===== config.mk =====
export PLATFORM = sky130hd
export DESIGN_NAME = vgs_cell
export DESIGN_NICKNAME = d
export VERILOG_FILES = /design/src/rtl/core/vgs_pkg.sv /design/src/rtl/core/vgs_cell.sv
export SDC_FILE = /design/constraint.sdc
export NUM_CORES = 1
export LEC_CHECK = 0
export BUFFER_PORTS_ARGS = -buffer_cell sky130_fd_sc_hd__buf_4
export CORE_MARGIN = 5
export CORE_UTILIZATION = 41
export DETAILED_ROUTE_END_ITERATION = 6
export GPL_ROUTABILITY_DRIVEN = 0
export PLACE_DENSITY = 0.79
export SLEW_MARGIN = 20
export SYNTH_ARGS = -nofsm -noshare
export SYNTH_HDL_FRONTEND = slang
export SYNTH_SLANG_ARGS = --single-unit

===== constraint.sdc =====
create_clock -name i_clk -period 0.8 [get_ports i_clk]
set_clock_uncertainty 0.15 [all_clocks]
set_input_delay 0.08 -clock i_clk [delete_from_list [all_inputs] [get_ports i_clk]]
set_output_delay 0.08 -clock i_clk [all_outputs]
set_load 0.02 [all_outputs]

===== src/rtl/core/vgs_pkg.sv =====
// vgs_pkg: shared types and sizing constants for the vertex gap snapper
// no dependencies; imported by vgs_cell, vgs_pair_unit and vertex_gap_snapper
`timescale 1ns / 1ps
`default_nettype none

package vgs_pkg;

    // capacity of the vertex chain, one cell per vertex
    localparam int MAX_VERTICES = 64;
    localparam int HEAD_W       = $clog2(MAX_VERTICES);
    localparam int CNT_W        = $clog2(MAX_VERTICES + 1);
    localparam int COORD_W      = 32;
    localparam int TOL_W        = 32;
    localparam int IDX_W        = 6;

    // input word: one vertex
    typedef struct packed {
        logic signed [COORD_W-1:0] coord_x;
        logic signed [COORD_W-1:0] coord_y;
        logic signed [COORD_W-1:0] coord_z;
        logic                      last_vertex;
    } t_in_word;

    // result word: one snapped vertex
    typedef struct packed {
        logic signed [COORD_W-1:0] out_x;
        logic signed [COORD_W-1:0] out_y;
        logic signed [COORD_W-1:0] out_z;
        logic [IDX_W-1:0]          vertex_index;
        logic                      any_snapped;
        logic                      overflow;
        logic                      last_result;
    } t_out_word;

    // stored position, raw two's complement bits
    typedef struct packed {
        logic [COORD_W-1:0] x;
        logic [COORD_W-1:0] y;
        logic [COORD_W-1:0] z;
    } t_vertex;

    // pair unit status toward the sequencer
    typedef struct packed {
        logic done;
        logic snap;
    } t_pair_stat;

endpackage

`default_nettype wire


===== src/rtl/core/vgs_cell.sv =====
// vgs_cell: one storage cell of the vertex chain, loads its neighbor on shift
// depends on vgs_pkg
`timescale 1ns / 1ps
`default_nettype none

module vgs_cell (
    input  wire logic            i_clk,
    input  wire logic            i_shift,
    input  wire vgs_pkg::t_vertex i_vtx,
    output vgs_pkg::t_vertex     o_vtx
);
    import vgs_pkg::*;

    t_vertex r_vtx;

    always_ff @(posedge i_clk) begin
        if (i_shift) begin
            r_vtx <= i_vtx;
        end
    end

    assign o_vtx = r_vtx;

endmodule

`default_nettype wire


; Yosys cells after proc, flatten, opt, wreduce, memory -nomap -nowiden
; Cells that the tools add are included.
[totals]
elab_cells = 3
ff_bits = 96

; Depth between registers and ports, before layout
; Gate-level depths: netlist (run 1).
[depth]
depth_word = 0
ltp_mapped = 0

; Worst setup path before layout (run 1)
; No wires, ideal clock.
[synth_timing]
kind = reg2out
startpoint = register r_vtx (netlist bit o_vtx[0])
endpoint = output o_vtx[0] (netlist bit)
arrival_ns = 0.449
slack_ns = 0.121
n_path_buf = 0
path_stages_with_launch = 1
t_required_ns = 0.570
path_cell_list = edfxtp_1
[synth_lines]
columns = item, line
row1 = start: declaration, vgs_cell.sv:14  ; t_vertex r_vtx;
row2 = start signal: assignment, vgs_cell.sv:18  ; r_vtx <= i_vtx;
row3 = end: declaration, vgs_cell.sv:10  ; output vgs_pkg::t_vertex o_vtx
; No word-level cell between the ends.

; Worst setup path in the final report (run 1)
[layout_timing]
startpoint = register r_vtx (netlist bit o_vtx[70])
endpoint = output o_vtx[70] (netlist bit)
; No word-level cell between the ends.

==> impl_metrics.toml, run 1 <==
[status]
status = "complete, but fails checks"
violations = "negative hold slack, negative setup slack"

[sta]
final-hold-violation-count = 7
finalMaxSlewViolations = 0
layout_setup_ws_ns = -0.373
rsz0062_at_grt = "true"
fin_setup_tns_ns = -31.26
holdWs_ns = -0.0239
period_share = 1.47
relSlewSlack = 0.865
max_freq_mhz = 853
worst_slew_pin_slew_ns = 0.203
setup_violations = 128
fin_crit_ns = 1.17

[synthesis]
synthesis.nets = 194
netlist_area_um2 = 2880
syn_inst = 96
synth_seq_cells = 96
ys_seq_area_frac = 1.00
yosys_warnings = 0
avgSynthCellArea_um2 = 30.0
yosysUniqueCellTypes = 1

[floorplan]
die_h_um = 93.9
die_w_um = 93.9
core_um2 = 6830
num_rows = 30
ios = 194
start_util = 0.422
dieArea_um2 = 8810

[routing]
drtIter0Drc = 70
maxUsedRoutingLayer = "met4"
wl_per_cell_um = 21.0
post-route-drc-count = 0
wl_met2_mm = 6.26
wirelength_mm = 10.5
vias = 2243
drt-vias-per-instance = 4.47
wl_met1_mm = 3.32
wl_met3_um = 715
firstDrtPassIters = 4
detail-route-antenna-nets = 0

[job]
cap_violations = 0

[finish]
fin_area_um2 = 6110
final_util = 0.894
num_antenna_cells = 0
seq_area_um2 = 2880
multiInputCombCellCount = 0
multi_input_area_um2 = 0
synthToLayoutAreaGrowth_pct = 112
instances_no_fill = 502
drive_gt1_frac = 0.527
largest_reg_flops = 96
fillers = 280
nets = 499

[clocking]
ctsHoldBuffers = 96
clock_sinks = 96
numCtsBuffers = 9
clock-root-buffer = "clkbuf_8"
clk_pin_slew_worst_paths_ns = 0.09
cts_setup_buffers = 0
cts_tree = "yes"
cts_buffer_depth = 2
h-tree-depth = 3

[placement]
placed_area_um2 = 4510
dpl.hpwl_mm = 5.63
placedCellCount = 390
port-buffer-count = 193
dpl_worst_slack_ns = -0.144

[critical_path]
critPathArrivalTime_ns = 0.94
cpMaxStageDelayCell = "edfxtp_1"
crit_fanout = 1
timing.critical_path.buf_inv = 1
crit_family = "flip-flops"
required_ns = 0.57
crit_type = "reg -> out"
max_stage_delay_ns = 0.44
endpoint_kind = "output port"
path_cells = "buf_6"
start_kind = "register"

[grt]
antenna_found_initial = 0
grt_pass1_wl_mm = 14.4
grt_max_degree = 39
grt_overflow = 0
grt_pass1_vias = 2573
grt_usage = 0.230

[power]
leakage_nw = 2.65
power_frac_seq = 0.505
p_per_area_nw_per_um2 = 2010
p_int_mw = 9.39
power_frac_clock = 0.308
p_sw_frac = 0.235
total_power_mw = 12.3
ir_drop_uv = 1470
p_sw_mw = 2.88
comb_power_share = 0.187

[min_path]
hold_path.class = "in -> reg"
[layer usage]
metal  vias to the layer above  track usage
li1                        999            -
met1                      1115        0.222
met2                       112        0.449
met3                        17       0.0657
met4                         0       0.0915
met5                         -            0
[cells by family after synthesis]
kind of cell | after synthesis | synth area share
DFF | 96 | 1.00
[worst paths after layout]
kind	startpoint	depth (start not counted)	endpoint
setup / recovery	o_vtx[70]	1	o_vtx[70]
hold / removal	i_vtx[65]	2	o_vtx[65]
[cell usage in the layout, fill, tap and decap left out]
master and count:
clkinv_2 1, buf_6 96, clkinv_4 2, edfxtp_1 96, buf_4 100, clkbuf_8 9
bufinv_16 3, dlymetal6s4s_1 12, clkinvlp_4 1, buf_12 2, dlygate4sd3_1 84
[Yosys cell counts]
cell type,number,area share
edfxtp_1,96,1.0
[power groups by stage]
stage / Sequential, mW / Combinational (mW) / Clock (mW)
after floorplan: 6.71 / 0 / 0
after global placement: 6.17 / 1.60 / 0
after detailed placement: 6.20 / 1.62 / 0
after CTS: 6.15 / 2.22 / 3.75
after global routing: 6.23 / 2.38 / 4.09
final: 6.19 / 2.29 / 3.78
[repair_timing]
item	4_1_cts	5_1_grt
resized for setup	88	20
hold endpoints to repair	99	15
setup endpoints to repair	96	108
pin swaps	0	0
[final cells by class]
class,count,share of cell area
Sequential cell,96,0.472
Timing Repair Buffer,294,0.469
Clock buffer,9,0.0203
Clock inverter,7,0.0197
Tap cell,96,0.0197
(Power assumes the default switching activity.)
==> inputs of run 2 (changes only) <==
- clock period: 0.8 -> 1.1 ns (I/O delays scaled with it)
==> impl_metrics.toml, run 2 (synthesized netlist as in run 1, its figures left out) <==
[grt]
grt_overflow = 0
grt_max_degree = 39
grt_pass1_vias = 2523
grt_pass1_wl_mm = 14.5
grt_usage = 0.232
antenna_found_initial = 0

[clocking]
h-tree-depth = 3
clk_pin_slew_worst_paths_ns = 0.09
numCtsBuffers = 9
clock-root-buffer = "clkbuf_8"
cts_tree = "yes"
cts_buffer_depth = 2
clock_sinks = 96

[critical_path]
path_cells = "buf_6"
critPathArrivalTime_ns = 0.96
cpMaxStageDelayCell = "edfxtp_1"
crit_fanout = 1
required_ns = 0.84
crit_family = "flip-flops"
endpoint_kind = "output port"
max_stage_delay_ns = 0.45
start_kind = "register"
crit_type = "reg -> out"
timing.critical_path.buf_inv = 1

[sta]
max_freq_mhz = 821
finalMaxSlewViolations = 0
setup_violations = 96
final-hold-violation-count = 0
layout_setup_ws_ns = -0.118
period_share = 1.11
worst_slew_pin_slew_ns = 0.203
rsz0062_at_grt = "true"
relSlewSlack = 0.865
fin_crit_ns = 1.22
fin_setup_tns_ns = -4.87

[floorplan]
ios = 194
start_util = 0.422
die_w_um = 93.9
dieArea_um2 = 8810
core_um2 = 6830
num_rows = 30
die_h_um = 93.9

[finish]
nets = 499
multi_input_area_um2 = 0
instances_no_fill = 502
synthToLayoutAreaGrowth_pct = 109
largest_reg_flops = 96
fillers = 285
mostFrequentLayoutCells = "101 x buf_4, 97 x dlygate4sd3_1, 96 x edfxtp_1"
final_util = 0.883
multiInputCombCellCount = 0
final_common_cell = "buf_4"
drive_gt1_frac = 0.512
num_antenna_cells = 0

[min_path]
hold_path.class = "in -> reg"

[placement]
dpl.hpwl_mm = 5.50
dpl_worst_slack_ns = 0.101
port-buffer-count = 193
placedCellCount = 389

[status]
violations = "negative setup slack"
status = "complete, but fails checks"

[routing]
wl_per_cell_um = 20.9
firstDrtPassIters = 5
wirelength_mm = 10.5
vias = 2203
post-route-drc-count = 0
detail-route-antenna-nets = 0
drtIter0Drc = 104
drt-vias-per-instance = 4.39

[power]
total_power_mw = 8.58
leakage_nw = 2.52
p_per_area_nw_per_um2 = 1420
ir_drop_uv = 1090

[job]
cap_violations = 0
==> run 2: routing by layer <==
metal	global-route usage	vias up	routed length, um
li1	-	998	-
met1	0.220	1084	3270
met2	0.471	104	6330
met3	0.0601	17	659
met4	0.0758	0	260
met5	0	-	0
==> run 2: layout make-up <==
type,instances,area (um^2),share of cell area
clock buffers,11,131,0.0218
clock inverters,5,71.3,0.0118
flip-flops and latches,96,2880,0.478
well taps,96,120,0.0199
repair buffers,294,2830,0.469
==> run 2: worst paths after layout <==
path                  startpoint   endpoint  slack [ns]  cells past startpoint
worst max-delay path   o_vtx[13]  o_vtx[13]       -0.12                      1
worst min-delay path     i_shift  o_vtx[72]        0.09                      2
==> run 2: what timing repair did <==
item	4_1_cts	5_1_grt
hold buffers	97	0
endpoints found under the hold margin	99	0
buffers inserted	0	0
endpoints found under the setup margin	96	96
gates resized for setup	81	13
==> run 2: power by group <==
group / switching (mW) / internal [mW]
registers: 0.158 / 4.35
logic: 0.702 / 0.952
clock network: 1.15 / 1.26
==> run 2: through the flow <==
step	instance area, um^2	hold slack (ns)
4_1_cts	5980	0.0693
2_1_floorplan	2880	0.0589
3_3_place_gp	4510	0.138
6_report	6030	0.0922
5_1_grt	6030	0.0829
3_5_place_dp	4510	0.139
